<file path="config.mk">
export PLATFORM = sky130hd
export DESIGN_NAME = nfci_queue
export DESIGN_NICKNAME = d
export VERILOG_FILES = /design/src/sv/nfci_pkg.sv /design/src/sv/nfci_queue.sv
export SDC_FILE = /design/constraint.sdc
export NUM_CORES = 1
export LEC_CHECK = 0
export ABC_AREA = 1
export BUFFER_PORTS_ARGS = -buffer_cell sky130_fd_sc_hd__buf_2
export CAP_MARGIN = 20
export CORE_ASPECT_RATIO = 1.25
export CORE_MARGIN = 5
export CORE_UTILIZATION = 40
export DETAILED_ROUTE_END_ITERATION = 7
export SYNTH_ARGS = -nofsm -noshare
export SYNTH_HDL_FRONTEND = slang
export SYNTH_SLANG_ARGS = --single-unit
</file>
<file path="constraint.sdc">
create_clock -name clk -period 6.35 [get_ports clk]
set_input_delay 0.9525 -clock clk [delete_from_list [all_inputs] [get_ports clk]]
set_output_delay 0.9525 -clock clk [all_outputs]
set_load 0.01 [all_outputs]
</file>
<file path="src/sv/nfci_pkg.sv">
// Shared types and constants for the NOR flash command interpreter.
`timescale 1ns / 1ps

package nfci_pkg;

    localparam int ADDR_W           = 12;
    localparam int DATA_W           = 16;
    localparam int ARRAY_WORDS_DEF  = 4096;
    localparam int SECTOR_WORDS_DEF = 1024;
    localparam int QUEUE_DEPTH      = 2;

    localparam logic [10:0]       UNLOCK_ADDR1 = 11'h555;
    localparam logic [10:0]       UNLOCK_ADDR2 = 11'h2AA;
    localparam logic [DATA_W-1:0] CMD_UNLOCK1      = 16'h00AA;
    localparam logic [DATA_W-1:0] CMD_UNLOCK2      = 16'h0055;
    localparam logic [DATA_W-1:0] CMD_ERASE_SETUP  = 16'h0080;
    localparam logic [DATA_W-1:0] CMD_SECTOR_ERASE = 16'h0030;
    localparam logic [DATA_W-1:0] CMD_PROGRAM      = 16'h00A0;
    localparam logic [DATA_W-1:0] CMD_RESET        = 16'h00F0;
    localparam logic [DATA_W-1:0] ERASED_WORD      = 16'hFFFF;

    localparam logic BUS_READ  = 1'b0;
    localparam logic BUS_WRITE = 1'b1;

    localparam logic [1:0] DONE_NONE    = 2'd0;
    localparam logic [1:0] DONE_PROGRAM = 2'd1;
    localparam logic [1:0] DONE_ERASE   = 2'd2;
    localparam logic [1:0] DONE_RESET   = 2'd3;

    typedef struct packed {
        logic              command;
        logic [ADDR_W-1:0] address;
        logic [DATA_W-1:0] write_data;
    } request_t;

    typedef struct packed {
        logic [DATA_W-1:0] read_data;
        logic [1:0]        op_done;
        logic              sequence_error;
    } result_t;

    typedef enum logic [2:0] {
        PH_READ           = 3'd0,
        PH_UNLOCK1        = 3'd1,
        PH_UNLOCKED       = 3'd2,
        PH_PROGRAM        = 3'd3,
        PH_ERASE_SETUP    = 3'd4,
        PH_ERASE_UNLOCK1  = 3'd5,
        PH_ERASE_UNLOCKED = 3'd6
    } phase_t;

    typedef enum logic [1:0] {
        OP_READ    = 2'd0,
        OP_PROGRAM = 2'd1,
        OP_ERASE   = 2'd2,
        OP_STATUS  = 2'd3
    } op_kind_t;

    // Classified request handed from front to back.
    typedef struct packed {
        op_kind_t          kind;
        logic [ADDR_W-1:0] idx;
        logic [DATA_W-1:0] data;
        logic [1:0]        done;
        logic              err;
    } op_t;

    typedef enum logic [2:0] {
        BK_INIT,
        BK_IDLE,
        BK_READ,
        BK_PROG,
        BK_DIV,
        BK_ERASE
    } back_state_t;

endpackage

</file>
<file path="src/sv/nfci_queue.sv">
// Small FIFO of classified operations between front and back.
`timescale 1ns / 1ps

module nfci_queue (
    input  logic          clk,
    input  logic          rst_n,
    input  logic          push,
    input  nfci_pkg::op_t push_op,
    input  logic          pop,
    output nfci_pkg::op_t head_op,
    output logic          empty,
    output logic          full
);

    localparam int PW = $clog2(nfci_pkg::QUEUE_DEPTH);
    localparam int CW = $clog2(nfci_pkg::QUEUE_DEPTH + 1);

    nfci_pkg::op_t entry_reg [nfci_pkg::QUEUE_DEPTH];
    logic [PW-1:0] wr_ptr_reg, wr_ptr_next;
    logic [PW-1:0] rd_ptr_reg, rd_ptr_next;
    logic [CW-1:0] count_reg, count_next;

    assign empty   = (count_reg == '0);
    assign full    = (count_reg == CW'(nfci_pkg::QUEUE_DEPTH));
    assign head_op = entry_reg[rd_ptr_reg];

    always_comb
    begin
        wr_ptr_next = wr_ptr_reg;
        rd_ptr_next = rd_ptr_reg;
        count_next  = count_reg;
        if (push)
        begin
            wr_ptr_next = (wr_ptr_reg == PW'(nfci_pkg::QUEUE_DEPTH - 1)) ? '0
                                                                          : wr_ptr_reg + 1'b1;
        end
        if (pop)
        begin
            rd_ptr_next = (rd_ptr_reg == PW'(nfci_pkg::QUEUE_DEPTH - 1)) ? '0
                                                                          : rd_ptr_reg + 1'b1;
        end
        if (push && !pop)
        begin
            count_next = count_reg + 1'b1;
        end
        else if (pop && !push)
        begin
            count_next = count_reg - 1'b1;
        end
    end

    always_ff @(posedge clk or negedge rst_n)
    begin
        if (!rst_n)
        begin
            wr_ptr_reg <= '0;
            rd_ptr_reg <= '0;
            count_reg  <= '0;
        end
        else
        begin
            wr_ptr_reg <= wr_ptr_next;
            rd_ptr_reg <= rd_ptr_next;
            count_reg  <= count_next;
        end
    end

    always_ff @(posedge clk)
    begin
        if (push)
        begin
            entry_reg[wr_ptr_reg] <= push_op;
        end
    end

endmodule

</file>
==> results of run 1 <==
-- layout make-up --
cell class | instances | area, µm² | area share (%)
multi-input combinational | 47 | 568.0 | 16.78
clock buffer | 9 | 123.9 | 3.659
timing repair buffer | 72 | 362.8 | 10.72
clock inverter | 7 | 112.6 | 3.326
tap | 87 | 108.9 | 3.215
inverter | 7 | 26.28 | 0.7761
sequential | 70 | 2083 | 61.53
-- worst max path at each step --
stage                           from         endpoint  slack [ns]  cells past startpoint
after floorplan                 push  entry_reg[0][0]        3.54                      2
after detailed placement  rd_ptr_reg      head_op[13]        3.75                      2
after CTS                 rd_ptr_reg      head_op[13]        3.39                      2
after global placement    rd_ptr_reg      head_op[18]        3.76                      2
after global routing      rd_ptr_reg      head_op[18]        3.34                      2
final                     rd_ptr_reg      head_op[13]        3.46                      2
-- cells by family after synthesis --
family / synth area share [%]
simple gates: 1.507
xor+xnor: 0.9591
buf+inv: 3.562
mux: 17.53
flops: 75.98
fa+ha+maj: 0.4565
-- worst max-delay path, cell delays in order (launching register included) --
cell     delay, ns
dfrtp_2       1.05
mux2_2        0.41
buf_2         0.14
-- synthesized netlist by cell type --
| library cell | instances | share of area, % |
|---|---|---|
| buf_12 | 3 | 2.2 |
| edfxtp_1 | 66 | 72 |
| buf_6 | 1 | 0.41 |
| xnor2_1 | 1 | 0.32 |
| mux2_2 | 4 | 1.6 |
| inv_1 | 7 | 0.96 |
| nand4_1 | 1 | 0.23 |
| xor2_1 | 2 | 0.64 |
| nor2_1 | 3 | 0.41 |
| nand2_1 | 5 | 0.69 |
| ha_1 | 1 | 0.46 |
| mux2_4 | 29 | 16 |
| dfrtp_1 | 4 | 3.7 |
| nand3_1 | 1 | 0.18 |
-- power breakdown --
part | total [mW] | internal (mW) | switching (mW)
logic | 0.401 | 0.234 | 0.167
clock network | 0.413 | 0.259 | 0.155
registers | 0.701 | 0.615 | 0.0859
-- routing by layer --
metal	part of all wire [%]	up-vias	GRT usage [%]
li1	-	639	-
met1	38	632	10.90
met2	50	55	17.19
met3	8.8	9	4.876
met4	2.7	0	7.054
met5	0	-	0
==> flow_summary.yaml, run 1 <==
status:
  status: "completed"
clocking:
  cts-root-buf: "clkbuf_8"
  clkTransAtPathRegs_ns: 0.07
  cts_resized: 0
  htree_levels: 3
  cts.sinks: 70
  cts_buffer_depth: 2
  cts_buffers: 9
  cts_tree: "done"
  post_cts_buffers: 0
  ctsHoldBuffers: 0
  insertion_delay_ns: 0.33
min_path:
  holdCritPathClass: "input port to asynchronous set/reset pin"
layout:
  layout.cells.non_filler: 299
  fin_nets: 245
  largest_reg_flops: 66
  final_core_util_pct: 51.25
  final_cell_mix: "buf_2, edfxtp_1, mux2_4"
  insertedDiodeCount: 0
  fill_cells: 576
  drive_above_1_share_pct: 57.55
  area_delta_synth_final_pct: 23.56
  final_cell_area_mm2: 0.003386
  layout_commonest_cell: "buf_2"
power:
  leakagePower_nw: 1.404
  power_mw: 1.515
  p_per_area_mw_per_mm2: 447.5
  ir_drop_v: 0.0002589
floorplan:
  dieArea_mm2: 0.008616
  rows: 33
  start_util_pct: 41.48
  ios: 72
  die-width_um: 84.03
  die_y_um: 102.5
  core_mm2: 0.006606
critical_path:
  r2r-end: "entry_reg[0][30]"
  crit_arrival_ns: 1.94
  reg2reg_depth: 1
  r2r_start: "wr_ptr_reg"
  ff2ff_setup_slack_ns: 4.74
  critical_path_class: "flop to primary output"
  worstPathMaxFanout: 34
  critical_path_required_ns: 5.40
  worstSetupStartpointType: "flop"
  crit_path_end_kind: "primary output"
global_route:
  grt_util_all_layers_pct: 10.52
  antenna_found_initial: 0
  grt_pass1_vias: 1358
  grt_pass1_wl_um: 6624
  grt_max_degree: 35
  gr-total-overflow: 0
route:
  drt_iter0_drc: 72
  wire_per_inst_um: 14.48
  first_pass_iters: 4
  vias_per_cell: 4.465
  via_count: 1335
  wl_um: 4329
  ant_nets: 0
  drc: 0
placed_design:
  dpl-instance-area_mm2: 0.003149
  place_worst_setup_slack_ns: 3.755
  dpl.hpwl_um: 2912
  io_buffers: 71
  placedCellCount: 283
  place.gp.congestion: 0.6655
timing:
  whs_ns: 0.4191
  fin_crit_ns: 2.889
  slew_headroom_pct: 30.68
  setup_tns_ns: 0
  tightest_slew_ns: 1.040
  slew_violations: 0
  fin_worst_skew_ns: 0.006309
  rsz0062_at_grt: "false"
  setup_viol: 0
  final-hold-violation-count: 0
  period_share_pct: 45.50
  final.setup.worst_slack_ns: 3.461
  max_freq_mhz: 346.1
synthesis:
  synth.avg_cell_area_um2: 21.41
  synth_cell_types: 14
  synth.yosys.seq_area_share_pct: 75.98
  ys_ff_latch: 70
  ys_warn_count: 0
  postSynthCellCount: 128
  synth_area_mm2: 0.002740
  synth_fp_nets: 166
run:
  cap_violations: 0
Power figures use the tool's default switching activity.
==> run 2: changes to the inputs <==
ABC_AREA = 0   (was 1)
PLACE_DENSITY = 0.66   (was default)
clock period = 2.4 ns   (was 6.35 ns; I/O delays follow)
==> run 2 against run 1 <==
Net effect: via count decreased by 0.60%; clock skew decreased by 0.0010 ns; utilization increased by 0.59 points; global-route usage increased by 0.29 points; die area decreased by 0.66%; combinational power increased to 2.9 times the previous value; clock power increased to 2.7 times the previous value; cell area increased by 1.1%; largest cell class unchanged.
==> flow_summary.yaml, run 2 <==
global_route:
  grt_pass1_wl_um: 6817
  gr-total-overflow: 0
  antenna_found_initial: 0
  grt_pass1_vias: 1422
  grt_util_all_layers_pct: 10.80
  grt_max_degree: 20
timing:
  fin_crit_ns: 2.144
  fin_worst_skew_ns: 0.005314
  period_share_pct: 89.33
  slew_headroom_pct: 60.91
  tightest_slew_ns: 0.5863
  rsz0062_at_grt: "false"
  slew_violations: 0
  whs_ns: 0.2124
  final-hold-violation-count: 0
  max_freq_mhz: 466.4
  setup_tns_ns: 0
  setup_viol: 0
clocking:
  cts-root-buf: "clkbuf_8"
  post_cts_buffers: 0
  cts.sinks: 70
  htree_levels: 3
  clkTransAtPathRegs_ns: 0.07
  insertion_delay_ns: 0.32
  cts_tree: "done"
  cts_buffers: 9
  cts_buffer_depth: 2
critical_path:
  cp_cell_sequence: "buf_12, mux2_4, buf_2"
  critPathLaunch: "rd_ptr_reg"
  cp_slowest_cell: "dfrtp_2"
  critical_path_class: "flop to primary output"
  crit_path_end_kind: "primary output"
  worstSetupStartpointType: "flop"
  cpPeakStageDelay_ns: 0.75
  worstPathMaxFanout: 19
  r2r_start: "wr_ptr_reg"
  crit_arrival_ns: 1.78
  critical_path_required_ns: 2.04
status:
  status: "completed"
synthesis:
  synth.most_common_cell: "edfxtp_1"
  synth_common_cells: "edfxtp_1, mux2_4, dfrtp_1, mux2_2, xor2_1"
  yosys.area.top_type: "edfxtp_1"
  netlist_top_cells_area: "edfxtp_1, mux2_4, dfrtp_1, buf_12, mux2_2"
  synth_cell_types: 13
  ys_ff_latch: 70
  postSynth.asyncResetShare_pct: 5.714
  synth_top_area_share_pct: 72.86
  synth_fp_nets: 157
  synth.avg_cell_area_um2: 22.86
  ys_warn_count: 0
  synth.yosys.seq_area_share_pct: 76.54
  postSynthCellCount: 119
  synth_area_mm2: 0.002720
  synth_ff_type: "edfxtp_1"
  synth-edff-count: 66
placed_design:
  place.gp.congestion: 0.6788
  io_buffers: 71
  dpl.hpwl_um: 3058
floorplan:
  die-width_um: 83.76
  core_mm2: 0.006606
  dieArea_mm2: 0.008559
  die_y_um: 102.2
  ios: 72
  start_util_pct: 41.17
  rows: 33
route:
  wire_per_inst_um: 15.02
  drc: 0
  first_pass_iters: 3
  ant_nets: 0
  vias_per_cell: 4.514
  via_count: 1327
  drt_iter0_drc: 57
  wl_um: 4415
layout:
  largest_reg_flops: 66
  layout_commonest_cell: "buf_2"
  drive_above_1_share_pct: 60.39
  insertedDiodeCount: 0
  area_delta_synth_final_pct: 25.90
  regArea_mm2: 0.002083
  fin_nets: 240
  final_cell_mix: "buf_2, edfxtp_1, mux2_4"
  fill_cells: 559
  multi_input_area_um2: 570.5
power:
  p_per_area_mw_per_mm2: 1186
  ir_drop_v: 0.0006115
  leakagePower_nw: 1.395
run:
  cap_violations: 0
min_path:
  holdCritPathClass: "input port to flop"
  min_from: "push_op[5]"
## run 2: changes by cell type after synthesis, sizes merged
cell   previous run  this run
nand2             5         0
nor2b             0         2
xor2              2         4
nand4             1         0
inv               7         1
nand3             1         0
nor2              3         2
and2              0         1
## run 2: path summary, 6_finish.rpt
kind	slack, ns	to	cells after the start
worst min-delay path	0.21	entry_reg[0][5]	1
worst max register to register	1.00	entry_reg[0][9]	2
worst min register to register	0.49	count_reg[1]	1
worst max-delay path	0.26	head_op[22]	3
max in group asynchronous	1.90	rd_ptr_reg	2
min in group asynchronous	0.36	wr_ptr_reg	2
## run 2: area by class of cell
type / count / area share (%)
clock buffers: 10 / 3.727
clock inverters: 6 / 3.215
inverters: 1 / 0.1096
multi-input cells: 44 / 16.66
flip-flops and latches: 70 / 60.83
well taps: 87 / 3.179
repair buffers: 76 / 12.28
## run 2: logic make-up after synthesis
kind of cell / share of synthesized area [%]
adder cells (fa/ha/maj): 0.4599
XOR/XNOR: 1.610
AND/OR/NAND/NOR: 0.9661
flip-flops: 76.54
buffers and inverters: 2.760
multiplexers: 17.66
## run 2: per-layer routing
layer | up-vias | track usage (%) | part of all wire [%] | routed length, µm
met1 | 656 | 10.58 | 37 | 1631
met5 | - | 0 | 0 | 0
met3 | 7 | 3.387 | 5.4 | 238
met4 | 0 | 7.054 | 1.6 | 70
li1 | 627 | - | - | -
met2 | 37 | 19.72 | 56 | 2474
## run 2: metrics by stage
step                utilization (%)  setup slack [ns]  total power [mW]  area (µm²)  std cells
floorplan                         -           0.08731             2.673        2720        119
global placement              48.09            0.5811             3.007        3177        277
detailed placement            48.09            0.5705             3.022        3177        277
CTS                           51.84            0.1981             4.128        3425        294
global route                  51.84            0.1582             4.267        3425        294
finish                        51.84            0.2561             4.063        3425        294
## run 2: worst max-delay path, delay by kind of cell, from the launching register on
kind     cells  cell delay (ns)
flops        1             0.75
buf+inv      2             0.39
mux          1             0.31
## run 2: what timing repair did
item                      CTS  global route
gates resized for setup     0             0
hold buffers                1             0
hold endpoints to repair    4             0
## run 2: where the power goes
group	switching (mW)	internal [mW]	total [mW]	leakage [nW]
clock network	0.409	0.688	1.10	0.112
registers	0.163	1.63	1.79	0.665
logic	0.516	0.661	1.18	0.617
total	1.09	2.98	4.06	1.39
==> run 3: changes to the inputs <==
CTS_BUF_LIST = sky130_fd_sc_hd__clkbuf_8   (was default)
==> run 3 against run 2 <==
Net effect: fmax did not move; combinational power barely moved; sequential share of layout area did not move; cell count did not move; clock-buffer cell count fell by 1; register-to-register slack barely moved; critical path type unchanged; largest cell class unchanged; largest power group unchanged.
==> flow_summary.yaml, run 3 (synthesized netlist as in run 2, its figures left out) <==
status:
  status: "completed"
timing:
  slew_headroom_pct: 60.91
  setup_viol: 0
  rsz0062_at_grt: "false"
  whs_ns: 0.2122
  setup_tns_ns: 0
  fin_crit_ns: 2.144
  tightest_slew_ns: 0.5863
  slew_violations: 0
  max_freq_mhz: 466.4
  final.setup.worst_slack_ns: 0.2561
  fin_worst_skew_ns: 0.005314
  final-hold-violation-count: 0
  period_share_pct: 89.33
min_path:
  min_path_cells: 1
  min_to: "entry_reg[0][5]"
  min_from: "push_op[5]"
  holdCritPathClass: "input port to flop"
floorplan:
  start_util_pct: 41.17
  die-width_um: 83.76
  rows: 33
  dieArea_mm2: 0.008559
  core_mm2: 0.006606
  die_y_um: 102.2
  ios: 72
layout:
  layout.cells.non_filler: 294
  layout_commonest_cell: "buf_2"
  fill_cells: 559
  fin_nets: 240
  insertedDiodeCount: 0
  drive_above_1_share_pct: 60.39
  multi_input_area_um2: 570.5
  regArea_mm2: 0.002083
  largest_reg_flops: 66
  area_delta_synth_final_pct: 25.90
  final_cell_mix: "buf_2, edfxtp_1, mux2_4"
critical_path:
  r2r_start: "wr_ptr_reg"
  reg2reg_depth: 2
  ff2ff_setup_slack_ns: 1.00
  r2r-end: "entry_reg[0][9]"
  critical_path_class: "flop to primary output"
  cp_cell_sequence: "buf_12, mux2_4, buf_2"
  critPathTopFamily: "flip-flops"
  crit_arrival_ns: 1.78
  critPathBufInv: 2
  worstPathMaxFanout: 19
  cp_slowest_cell: "dfrtp_2"
  critical_path_required_ns: 2.04
  worstSetupStartpointType: "flop"
  crit_path_end_kind: "primary output"
  cpPeakStageDelay_ns: 0.75
placed_design:
  place_worst_setup_slack_ns: 0.5705
  dpl.hpwl_um: 3058
  io_buffers: 71
  placedCellCount: 277
  place.gp.congestion: 0.6788
global_route:
  grt_pass1_vias: 1422
  grt_pass1_wl_um: 6817
  gr-total-overflow: 0
  antenna_found_initial: 0
  grt_max_degree: 20
  grt_util_all_layers_pct: 10.80
run:
  cap_violations: 0
route:
  drc: 0
  drt_iter0_drc: 57
  via_count: 1327
  vias_per_cell: 4.514
  ant_nets: 0
  first_pass_iters: 3
  wl_um: 4415
  wire_per_inst_um: 15.02
power:
  p_per_area_mw_per_mm2: 1185
  ir_drop_v: 0.0006115
  power_mw: 4.059
  leakagePower_nw: 1.399
clocking:
  cts_tree: "done"
  htree_levels: 3
  cts_buffers: 9
  insertion_delay_ns: 0.32
  cts_resized: 0
  cts_buffer_depth: 2
  post_cts_buffers: 0
  cts.sinks: 70
  clkTransAtPathRegs_ns: 0.07
  cts-root-buf: "clkbuf_8"
==> run 3: final cells by class <==
cell class                      instances  area share [%]
Timing Repair Buffer                   76           12.28
Inverter                                1          0.1096
Sequential cell                        70           60.83
Clock inverter                          7           3.325
Tap cell                               87           3.179
Clock buffer                            9           3.617
Multi-Input combinational cell         44           16.66
==> run 3: layer usage <==
metal | routed length (µm) | global-route usage, % | share of wire [%] | up-vias
li1 | - | - | - | 627
met1 | 1631 | 10.58 | 37 | 656
met2 | 2475 | 19.72 | 56 | 37
met3 | 238 | 3.387 | 5.4 | 7
met4 | 70 | 7.054 | 1.6 | 0
met5 | 0 | 0 | 0 | -
==> run 3: power by group <==
part | leakage [nW] | internal (mW) | switching [mW]
clock network | 0.117 | 0.684 | 0.409
registers | 0.665 | 1.63 | 0.163
logic | 0.617 | 0.661 | 0.516
total | 1.40 | 2.97 | 1.09
==> run 3: worst max path at each step <==
stage                          start  cells past startpoint              end
final                     rd_ptr_reg                      3      head_op[22]
after global routing      rd_ptr_reg                      3      head_op[16]
after floorplan           wr_ptr_reg                      1  entry_reg[0][0]
after CTS                 rd_ptr_reg                      3      head_op[22]
after global placement    rd_ptr_reg                      3      head_op[22]
after detailed placement  rd_ptr_reg                      3      head_op[22]
==> run 3: what timing repair did <==
| action | CTS | global route |
|---|---|---|
| setup endpoints to repair | 0 | 0 |
| hold buffers | 1 | 0 |
| endpoints found under the hold margin | 4 | 0 |
==> run 3: worst register-to-register path: cells and delay by family, from the launching register on <==
family	cells	cell delay, ns
AND/OR/NAND/NOR	1	0.44
flip-flops	1	0.43
buffers and inverters	1	0.24
==> run 3: stage by stage <==
step,utilization (%),cell area (µm²)
6_report,51.84,3425
5_1_grt,51.84,3425
4_1_cts,51.84,3425
3_5_place_dp,48.09,3177
3_3_place_gp,48.09,3177
2_1_floorplan,-,2720
