==> src/sv/nfci_pkg.sv <==
// Shared types and constants for the NOR flash command interpreter.
`timescale 1ns / 1ps

package nfci_pkg;

    localparam int ADDR_W           = 12;
    localparam int DATA_W           = 16;
    localparam int ARRAY_WORDS_DEF  = 4096;
    localparam int SECTOR_WORDS_DEF = 1024;
    localparam int QUEUE_DEPTH      = 2;

    localparam logic [10:0]       UNLOCK_ADDR1 = 11'h555;
    localparam logic [10:0]       UNLOCK_ADDR2 = 11'h2AA;
    localparam logic [DATA_W-1:0] CMD_UNLOCK1      = 16'h00AA;
    localparam logic [DATA_W-1:0] CMD_UNLOCK2      = 16'h0055;
    localparam logic [DATA_W-1:0] CMD_ERASE_SETUP  = 16'h0080;
    localparam logic [DATA_W-1:0] CMD_SECTOR_ERASE = 16'h0030;
    localparam logic [DATA_W-1:0] CMD_PROGRAM      = 16'h00A0;
    localparam logic [DATA_W-1:0] CMD_RESET        = 16'h00F0;
    localparam logic [DATA_W-1:0] ERASED_WORD      = 16'hFFFF;

    localparam logic BUS_READ  = 1'b0;
    localparam logic BUS_WRITE = 1'b1;

    localparam logic [1:0] DONE_NONE    = 2'd0;
    localparam logic [1:0] DONE_PROGRAM = 2'd1;
    localparam logic [1:0] DONE_ERASE   = 2'd2;
    localparam logic [1:0] DONE_RESET   = 2'd3;

    typedef struct packed {
        logic              command;
        logic [ADDR_W-1:0] address;
        logic [DATA_W-1:0] write_data;
    } request_t;

    typedef struct packed {
        logic [DATA_W-1:0] read_data;
        logic [1:0]        op_done;
        logic              sequence_error;
    } result_t;

    typedef enum logic [2:0] {
        PH_READ           = 3'd0,
        PH_UNLOCK1        = 3'd1,
        PH_UNLOCKED       = 3'd2,
        PH_PROGRAM        = 3'd3,
        PH_ERASE_SETUP    = 3'd4,
        PH_ERASE_UNLOCK1  = 3'd5,
        PH_ERASE_UNLOCKED = 3'd6
    } phase_t;

    typedef enum logic [1:0] {
        OP_READ    = 2'd0,
        OP_PROGRAM = 2'd1,
        OP_ERASE   = 2'd2,
        OP_STATUS  = 2'd3
    } op_kind_t;

    // Classified request handed from front to back.
    typedef struct packed {
        op_kind_t          kind;
        logic [ADDR_W-1:0] idx;
        logic [DATA_W-1:0] data;
        logic [1:0]        done;
        logic              err;
    } op_t;

    typedef enum logic [2:0] {
        BK_INIT,
        BK_IDLE,
        BK_READ,
        BK_PROG,
        BK_DIV,
        BK_ERASE
    } back_state_t;

endpackage

==> src/sv/nfci_front.sv <==
// Front end: accepts bus requests, tracks the command phase, classifies ops.
`timescale 1ns / 1ps

module nfci_front #(
    parameter int ARRAY_WORDS = nfci_pkg::ARRAY_WORDS_DEF
) (
    input  logic               clk,
    input  logic               rst_n,
    input  logic               start,
    input  nfci_pkg::request_t request,
    input  logic               queue_full,
    input  logic               init_active,
    output logic               busy,
    output logic               push,
    output nfci_pkg::op_t      push_op
);

    // Address is below 4096; the user must give an array of at least 2048 words,
    // which the block does not check, so one conditional subtract wraps it.
    localparam logic [nfci_pkg::ADDR_W:0] WRAP =
        (ARRAY_WORDS >= 4096) ? 13'h1000 : (nfci_pkg::ADDR_W + 1)'(ARRAY_WORDS);

    nfci_pkg::phase_t phase_reg, phase_next;
    logic [nfci_pkg::ADDR_W:0]   addr_ext;
    logic [nfci_pkg::ADDR_W-1:0] idx;
    logic [10:0]                 dec;
    logic                        at1, at2, ok;
    logic [nfci_pkg::DATA_W-1:0] data;

    assign busy     = queue_full || init_active;
    assign push     = start && !busy;
    assign addr_ext = {1'b0, request.address};
    assign idx      = (addr_ext >= WRAP) ? nfci_pkg::ADDR_W'(addr_ext - WRAP)
                                         : request.address;
    assign dec      = request.address[10:0];
    assign at1      = (dec == nfci_pkg::UNLOCK_ADDR1);
    assign at2      = (dec == nfci_pkg::UNLOCK_ADDR2);
    assign data     = request.write_data;

    always_comb
    begin
        phase_next   = phase_reg;
        ok           = 1'b0;
        push_op.kind = nfci_pkg::OP_STATUS;
        push_op.idx  = idx;
        push_op.data = data;
        push_op.done = nfci_pkg::DONE_NONE;
        push_op.err  = 1'b0;
        if (request.command == nfci_pkg::BUS_READ)
        begin
            push_op.kind = nfci_pkg::OP_READ;
        end
        else if (phase_reg == nfci_pkg::PH_PROGRAM)
        begin
            push_op.kind = nfci_pkg::OP_PROGRAM;
            phase_next   = nfci_pkg::PH_READ;
        end
        else if (data == nfci_pkg::CMD_RESET)
        begin
            push_op.done = nfci_pkg::DONE_RESET;
            phase_next   = nfci_pkg::PH_READ;
        end
        else
        begin
            phase_next = nfci_pkg::PH_READ;
            case (phase_reg)
                nfci_pkg::PH_UNLOCK1:
                begin
                    if (at2 && data == nfci_pkg::CMD_UNLOCK2)
                    begin
                        phase_next = nfci_pkg::PH_UNLOCKED;
                        ok         = 1'b1;
                    end
                end
                nfci_pkg::PH_UNLOCKED:
                begin
                    if (at1 && data == nfci_pkg::CMD_PROGRAM)
                    begin
                        phase_next = nfci_pkg::PH_PROGRAM;
                        ok         = 1'b1;
                    end
                    else if (at1 && data == nfci_pkg::CMD_ERASE_SETUP)
                    begin
                        phase_next = nfci_pkg::PH_ERASE_SETUP;
                        ok         = 1'b1;
                    end
                end
                nfci_pkg::PH_ERASE_SETUP:
                begin
                    if (at1 && data == nfci_pkg::CMD_UNLOCK1)
                    begin
                        phase_next = nfci_pkg::PH_ERASE_UNLOCK1;
                        ok         = 1'b1;
                    end
                end
                nfci_pkg::PH_ERASE_UNLOCK1:
                begin
                    if (at2 && data == nfci_pkg::CMD_UNLOCK2)
                    begin
                        phase_next = nfci_pkg::PH_ERASE_UNLOCKED;
                        ok         = 1'b1;
                    end
                end
                nfci_pkg::PH_ERASE_UNLOCKED:
                begin
                    if (data == nfci_pkg::CMD_SECTOR_ERASE)
                    begin
                        push_op.kind = nfci_pkg::OP_ERASE;
                        ok           = 1'b1;
                    end
                end
                default:
                begin
                    if (at1 && data == nfci_pkg::CMD_UNLOCK1)
                    begin
                        phase_next = nfci_pkg::PH_UNLOCK1;
                        ok         = 1'b1;
                    end
                end
            endcase
            push_op.err = !ok;
        end
    end

    always_ff @(posedge clk or negedge rst_n)
    begin
        if (!rst_n)
        begin
            phase_reg <= nfci_pkg::PH_READ;
        end
        else if (push)
        begin
            phase_reg <= phase_next;
        end
    end

endmodule

==> config.mk <==
export PLATFORM = sky130hd
export DESIGN_NAME = nfci_front
export DESIGN_NICKNAME = d
export VERILOG_FILES = /design/src/sv/nfci_pkg.sv /design/src/sv/nfci_front.sv
export SDC_FILE = /design/constraint.sdc
export NUM_CORES = 1
export LEC_CHECK = 0
export ABC_CLOCK_PERIOD_IN_PS = 2490
export BUFFER_PORTS_ARGS = -buffer_cell sky130_fd_sc_hd__buf_4
export CORE_AREA = 4 4 49 51
export DETAILED_ROUTE_END_ITERATION = 10
export DIE_AREA = 0 0 53 55
export PLACE_DENSITY = 0.84
export SYNTH_ARGS = -nofsm -noshare
export SYNTH_HDL_FRONTEND = slang
export SYNTH_SLANG_ARGS = --single-unit
==> constraint.sdc <==
create_clock -name clk -period 2.49 [get_ports clk]
set_input_delay 0 -clock clk [delete_from_list [all_inputs] [get_ports clk]]
set_output_delay 0 -clock clk [all_outputs]
set_load 0.005 [all_outputs]
==> summary.md, run 1 <==
| Metric | Value |
|---|---|
| Post-Route WL | `2.26 mm` |
| Via count | `839` |
| Number of flops mapped to enable cells by yosys | `0` |
| R2R Path Start | `phase_reg[0]` |
| Initial antenna violation count | `0` |
| Worst-path maximum fanout | `5` |
| Grt ovf | `0` |
| Net count, final | `177` |
| Share of cells above drive strength 1 | `0.558` |
| Routed vias/inst | `5.08` |
| Worst min-delay path class | `in2out` |
| Share of async-settable or async-resettable flops after synthesis | `1.00` |
| Synth top area share | `0.277` |
| Final hold vios | `0` |
| Syn Inst Count | `96` |
| DRC viols | `0` |
| Input/output buffers | `66` |
| Hold Path Depth | `0` |
| Post-layout min period | `1970 ps` |
| Critical Path Source | `phase_reg[0]` |
| Max_slew headroom | `0.705` |
| FF+latch area | `75.1 µm²` |
| R2r setup slk | `650 ps` |
| Final GP Congestion | `0.895` |
| Leak Pwr | `0.560 nW` |
| Crit path DAT | `1970 ps` |
| Outcome | `completed` |
| DR pass1 iterations | `4` |
| Startpoint Class | `register` |
| GRT Resource Usage Total | `0.151` |
| Number of synthesized register bits | `3` |
| H-tree depth | `1` |
| RR Endpoint | `phase_reg[0]` |
| Final count of negative-setup-slack endpoints | `0` |
| Die width | `53 µm` |
| Core area | `0.00194 mm²` |
| Fin. max-slew vios | `0` |
| # diodes | `0` |
| R2r worst-path depth | `6` |
| Max_cap viols | `0` |
| Filler Cell Count | `165` |
| Synth area leaders | `buf_4, dfrtp_1, nor4_4` |
| Rows | `16` |
| Remaining antenna violation count after routing | `0` |
| CTS buffer count | `3` |
| Total power | `250 µW` |
| Synth unique cells | `32` |
| Syn_nets | `134` |
| Most common cell in the synthesized netlist | `buf_4` |
| Critical Path End Type | `output port` |
| Critical Path RT | `2490 ps` |
| Largest net degree at the start of global routing | `9` |
| DIE HEIGHT | `55 µm` |
| Yosys warns | `0` |
| Worst-margin pin slew | `439 ps` |
| Most frequent cells after synthesis | `buf_4, nor2_1, nand2_1` |
| Detail-routed net length per standard cell | `13.7 µm` |
| Hold worst-path end | `push_op[30]` |
| CTS tree | `built` |
| Crit Path Class | `reg2out` |
| Clk Latency, worst-skew pair | `220 ps` |
| Setup TNS | `0 ps` |
| Unrepaired setup endpoints after global routing | `false` |
| I/O pin cnt | `69` |
| F_max | `508 MHz` |
| Die area | `0.00292 mm²` |
| Main synth FF type | `dfrtp_1` |
| Clock Skews | `2.05 ps` |
| Max IR drop VDD | `151 µV` |
| First-pass GRT wire length | `3.43 mm` |
| Root buffer cell | `clkbuf_4` |
| Initial core utilization | `0.405` |
| Reg clk slew, reported paths | `40 ps` |
| Mapped Area | `787 µm²` |
| Max reg flops | `3` |
| Initial DRC count | `9` |
| Vias in the first global route | `791` |
| DP HPWL | `1.97 mm` |
| Layout area overhead | `44.2%` |
| Tcrit/Tclk final | `0.790` |
| Post-synth top area cell | `buf_4` |
| Setup Buffers After CTS | `0` |
| Pwr dens | `221 mW/mm²` |
| Clk buf depth | `2` |
| Clk sinks | `3` |
| Sequential-to-total area share from yosys stat | `0.0954` |
| Multi-input gate area in the final layout | `479 µm²` |
| Mean post-synth cell area | `8.20 µm²` |
| Min-delay src | `request[27]` |
==> per-stage QoR <==
stage	cells	utilization	setup WS [ps]	cell area, µm²	hold WS (ps)
after floorplan	96	-	881	787	-296
after detailed placement	160	0.566	704	1100	-210
final	165	0.584	523	1130	0.00199
after global routing	165	0.584	420	1130	0.00874
after global placement	160	0.566	820	1100	-209
after CTS	165	0.584	537	1130	0.0601
==> power breakdown <==
part	leakage [nW]	internal [mW]	switching, mW	total, mW
clock	0.0150	0.0598	0.0206	0.0803
combinational	0.503	0.0761	0.0449	0.121
sequential	0.0419	0.0491	0.000000000352	0.0491
total	0.560	0.185	0.0655	0.250
==> critical path, cell delays in order, from the launching register on <==
cell	delay (ps)
dfrtp_1	420
inv_1	100
ha_1	180
or4b_1	510
nor2_1	110
a21oi_1	70
o211ai_1	150
nor2_1	70
buf_4	130
==> layout make-up <==
cell class / count / share of cell area
repair buffers: 67 / 0.445
multi-input cells: 60 / 0.422
flip-flops and latches: 3 / 0.0662
well taps: 27 / 0.0298
clock buffers: 4 / 0.0232
inverters: 4 / 0.0132
==> repair_timing <==
item,in CTS,in global routing
hold buffers,1,0
resized for setup,0,0
hold endpoints to repair,3,0
==> how the worst max path moves through the flow <==
stage / to / slack (ps) / cells after the start
final: push_op[0] / 520 / 8
after global routing: push_op[0] / 420 / 8
after CTS: push_op[0] / 540 / 8
after detailed placement: phase_reg[0] / 700 / 6
after global placement: phase_reg[0] / 820 / 6
after floorplan: phase_reg[0] / 880 / 6
==> cell usage in the layout (no fill, tap or decap) <==
| cell | instances |
|---|---|
| o32ai_1 | 1 |
| nand4_1 | 2 |
| nor2_1 | 8 |
| nor4_4 | 3 |
| or4b_4 | 1 |
| buf_4 | 66 |
| a22o_1 | 1 |
| a21oi_1 | 3 |
| and3b_1 | 2 |
| a21o_1 | 2 |
| and4bb_1 | 1 |
| nand4b_1 | 1 |
| dfrtp_1 | 3 |
| or4b_1 | 1 |
| and4bb_2 | 1 |
| nand2_1 | 5 |
| ha_1 | 4 |
| a32o_2 | 1 |
| o31ai_1 | 1 |
| nor4bb_1 | 4 |
| nand3_1 | 3 |
| nand2b_1 | 3 |
| nor4_1 | 1 |
| or2_2 | 1 |
| clkbuf_4 | 3 |
| nor2b_1 | 2 |
| inv_1 | 4 |
| o21ai_0 | 1 |
| nor3b_2 | 1 |
| o211ai_1 | 3 |
| clkbuf_1 | 1 |
| or2_1 | 1 |
| and4b_1 | 1 |
| o21a_1 | 1 |
| dlygate4sd3_1 | 1 |
==> logic make-up after synthesis <==
| logic type | share of synthesized area |
|---|---|
| compound gates | 0.129 |
| flops | 0.0954 |
| buf+inv | 0.296 |
| simple gates | 0.417 |
| fa+ha+maj | 0.0636 |
==> metal layers <==
| layer | GRT usage | wire length, µm | share of wire |
|---|---|---|---|
| met5 | 0 | 0 | 0 |
| met4 | 0.0426 | 25 | 0.011 |
| met3 | 0.0134 | 222 | 0.098 |
| met2 | 0.293 | 1150 | 0.51 |
| met1 | 0.176 | 868 | 0.38 |
(Power assumes the default switching activity.)
==> run 2, diff against run 1 <==
==> config.mk (replaced) <==
export PLATFORM = sky130hd
export DESIGN_NAME = nfci_front
export DESIGN_NICKNAME = d
export VERILOG_FILES = /design/src/sv/nfci_pkg.sv /design/src/sv/nfci_front.sv
export SDC_FILE = /design/constraint.sdc
export NUM_CORES = 1
export LEC_CHECK = 0
export ABC_AREA = 1
export ABC_CLOCK_PERIOD_IN_PS = 1900
export BUFFER_PORTS_ARGS = -buffer_cell sky130_fd_sc_hd__buf_4
export CORE_AREA = 4 4 54 56
export DETAILED_ROUTE_END_ITERATION = 10
export DIE_AREA = 0 0 58 60
export PLACE_DENSITY = 0.76
export SYNTH_ARGS = -nofsm -noshare
export SYNTH_HDL_FRONTEND = slang
export SYNTH_SLANG_ARGS = --single-unit
==> constraint.sdc (replaced) <==
create_clock -name clk -period 1.9 [get_ports clk]
set_input_delay 0 -clock clk [delete_from_list [all_inputs] [get_ports clk]]
set_output_delay 0 -clock clk [all_outputs]
set_load 0.005 [all_outputs]
==> summary.md, run 2 <==
| Metric | Value |
|---|---|
| Reg clk slew, reported paths | `40 ps` |
| DRC viols | `0` |
| Crit-path cells | `inv_1, ha_1, nand2_1, nor3_2, nand3_1, nor2_1, nor2_1, nand2_1, a21oi_1, buf_4` |
| Post-Route WL | `2.28 mm` |
| Initial DRC count | `21` |
| Register share of total power | `0.189` |
| Initial core utilization | `0.380` |
| Routed vias/inst | `4.44` |
| Slowest Stage Delay on Critical Path | `450 ps` |
| Pint | `240 µW` |
| Clk Latency, worst-skew pair | `230 ps` |
| Net count, final | `240` |
| Worst min-delay path class | `in2out` |
| Setup TNS | `0 ps` |
| Critical Path RT | `1900 ps` |
| Compound-Gate Fraction of Synth Area | `0.0434` |
| Layout area overhead | `38.6%` |
| Final GP Congestion | `0.766` |
| Max_slew headroom | `0.825` |
| Syn_nets | `197` |
| # diodes | `0` |
| Unrepaired setup endpoints after global routing | `false` |
| Vias in the first global route | `917` |
| Setup Buffers After CTS | `0` |
| DR pass1 iterations | `4` |
| Number of synthesized register bits | `3` |
| DIE HEIGHT | `60 µm` |
| Mapped Area | `923 µm²` |
| Die area | `0.00348 mm²` |
| Largest net degree at the start of global routing | `8` |
| I/O pin cnt | `69` |
| Leading cell types in the layout, fill and taps excluded | `buf_4, nand2_1, nor2_1, inv_1, nand3_1` |
| Synth top area share | `0.236` |
| Met3 usage | `0.0302` |
| First-pass GRT wire length | `3.60 mm` |
| Post-synth top area cell | `buf_4` |
| Comb power frac | `0.482` |
| Final hold vios | `0` |
| Switching share of total power | `0.293` |
| Clock Skews | `6.27 ps` |
| Initial antenna violation count | `0` |
| Max reg flops | `3` |
| Non-filler instance count after layout | `231` |
| Max_cap viols | `0` |
| Crit Path Class | `reg2out` |
| Fin. max-slew vios | `0` |
| Synth area leaders | `buf_4, nand2_1, nor2_1` |
| Final WS setup | `159 ps` |
| Post-Place Cells | `226` |
| Clk pwr share | `0.329` |
| Main synth FF type | `dfrtp_1` |
| Max IR drop VDD | `288 µV` |
| Final count of negative-setup-slack endpoints | `0` |
| Psw | `99.4 µW` |
| FF+latch area | `75.1 µm²` |
| Met1 usage | `0.151` |
| Most common cell in the synthesized netlist | `nand2_1` |
| Sequential-to-total area share from yosys stat | `0.0813` |
| Root buffer cell | `clkbuf_4` |
| Grt ovf | `0` |
| Core area | `0.00243 mm²` |
| Most frequent cells after synthesis | `nand2_1, buf_4, nor2_1, inv_1, nand3_1` |
| Grt met2 use | `0.231` |
| Post-Synth Adder-Cell Area | `0.0542` |
| DP HPWL | `2.06 mm` |
| CTS buffer count | `3` |
| Post-Synth XOR/XNOR Area | `0` |
| Worst-margin pin slew | `261 ps` |
| Worst path slowest cell | `dfrtp_1` |
| Syn Inst Count | `159` |
| Mux cell area share after synthesis | `0` |
| Mean post-synth cell area | `5.81 µm²` |
| Filler Cell Count | `268` |
| Outcome | `completed` |
| H-tree depth | `1` |
| Combinational family with the most area after synthesis | `simple AND/OR/NAND/NOR gates` |
| Worst-path maximum fanout | `6` |
| Yosys warns | `0` |
| Leak Pwr | `0.676 nW` |
| Share of async-settable or async-resettable flops after synthesis | `1.00` |
| Die width | `58 µm` |
| Worst path top cell family by delay | `simple AND/OR/NAND/NOR gates` |
| F_max | `574 MHz` |
| Via count | `1026` |
| Detail-routed net length per standard cell | `9.87 µm` |
| Input/output buffers | `66` |
| GRT Resource Usage Total | `0.126` |
| Remaining antenna violation count after routing | `0` |
| Number of flops mapped to enable cells by yosys | `0` |
| Rows | `18` |
| Critical path buffer and inverter count | `2` |
| CTS tree | `built` |
| Post-layout min period | `1740 ps` |
| Total power | `339 µW` |
| Clk buf depth | `2` |
| Startpoint Class | `register` |
| Share of cells above drive strength 1 | `0.423` |
| Critical Path End Type | `output port` |
| Synth unique cells | `20` |
| GRT Max-Usage Layer | `met2` |
| Dpl ws | `359 ps` |
| Crit path DAT | `1740 ps` |
| Clk sinks | `3` |
| Multi-input gate area in the final layout | `548 µm²` |
| Pwr dens | `265 mW/mm²` |
| Post-synthesis simple-gate area fraction | `0.491` |
| Most common cell after layout, fill and taps aside | `buf_4` |
| Tcrit/Tclk final | `0.916` |
[run 2: cell types whose count changed in the layout (fill, tap and decap cells not counted), moves of 4 or more]
cell      change
nor4bb_1      -4
nor2_4        +4
nor3_1        +4
nor2_1       +16
nand3_1      +10
nand2_1      +36
inv_1        +15
[run 2: timing repair]
action / CTS / global route
hold buffers: 1 / 0
resized for setup: 0 / 1
endpoints found under the hold margin: 3 / 0
setup endpoints to repair: 0 / 1
[run 2: worst paths after layout]
path,startpoint,endpoint,slack [ps],depth (start not counted)
max,phase_reg[1],push_op[0],160,10
min,request[27],push_op[30],0.002,0
max reg2reg,phase_reg[1],phase_reg[2],400,10
min reg2reg,phase_reg[0],phase_reg[0],560,2
max in group asynchronous,rst_n,phase_reg[2],1700,2
min in group asynchronous,rst_n,phase_reg[0],100,2
[run 2: stage by stage]
stage	hold slack, ps	util	cell area, µm²
floorplan	-296	-	923
global placement	-210	0.509	1240
detailed placement	-210	0.509	1240
CTS	0.0601	0.524	1270
global route	0.00860	0.526	1280
finish	0.00225	0.526	1280
[run 2: cell type report]
cell class,instances,share of cell area
timing repair buffer,67,0.395
multi-input combinational,104,0.428
sequential,3,0.0587
inverter,23,0.0684
clock buffer,4,0.0205
tap,30,0.0293
[run 2: power by group through the flow]
stage | Sequential (mW) | Clock (mW) | Combinational, mW
finish | 0.0642 | 0.111 | 0.163
global route | 0.0642 | 0.119 | 0.181
floorplan | 0.0651 | 0 | 0.0819
CTS | 0.0643 | 0.112 | 0.166
global placement | 0.0651 | 0 | 0.162
detailed placement | 0.0651 | 0 | 0.164
[run 2: per-layer routing]
metal  share of wire  wire length [µm]
met4               0                 0
met2            0.46              1040
met3            0.14               319
met5               0                 0
met1            0.40               921
[run 2: worst reg2reg max path: cells and delay by family, from the launching register on]
family	cells	cell delay, ps
and+or+nand+nor	8	700
DFF	1	450
adders and majority gates	1	170
buffers and inverters	1	120
[run 2: cells by family (layout without fill, tap and decap cells)]
logic type,count (synthesis),in the layout
simple gates,96,96
buf+inv,52,94
fa+ha+maj,4,4
compound gates,4,4
flops,3,3
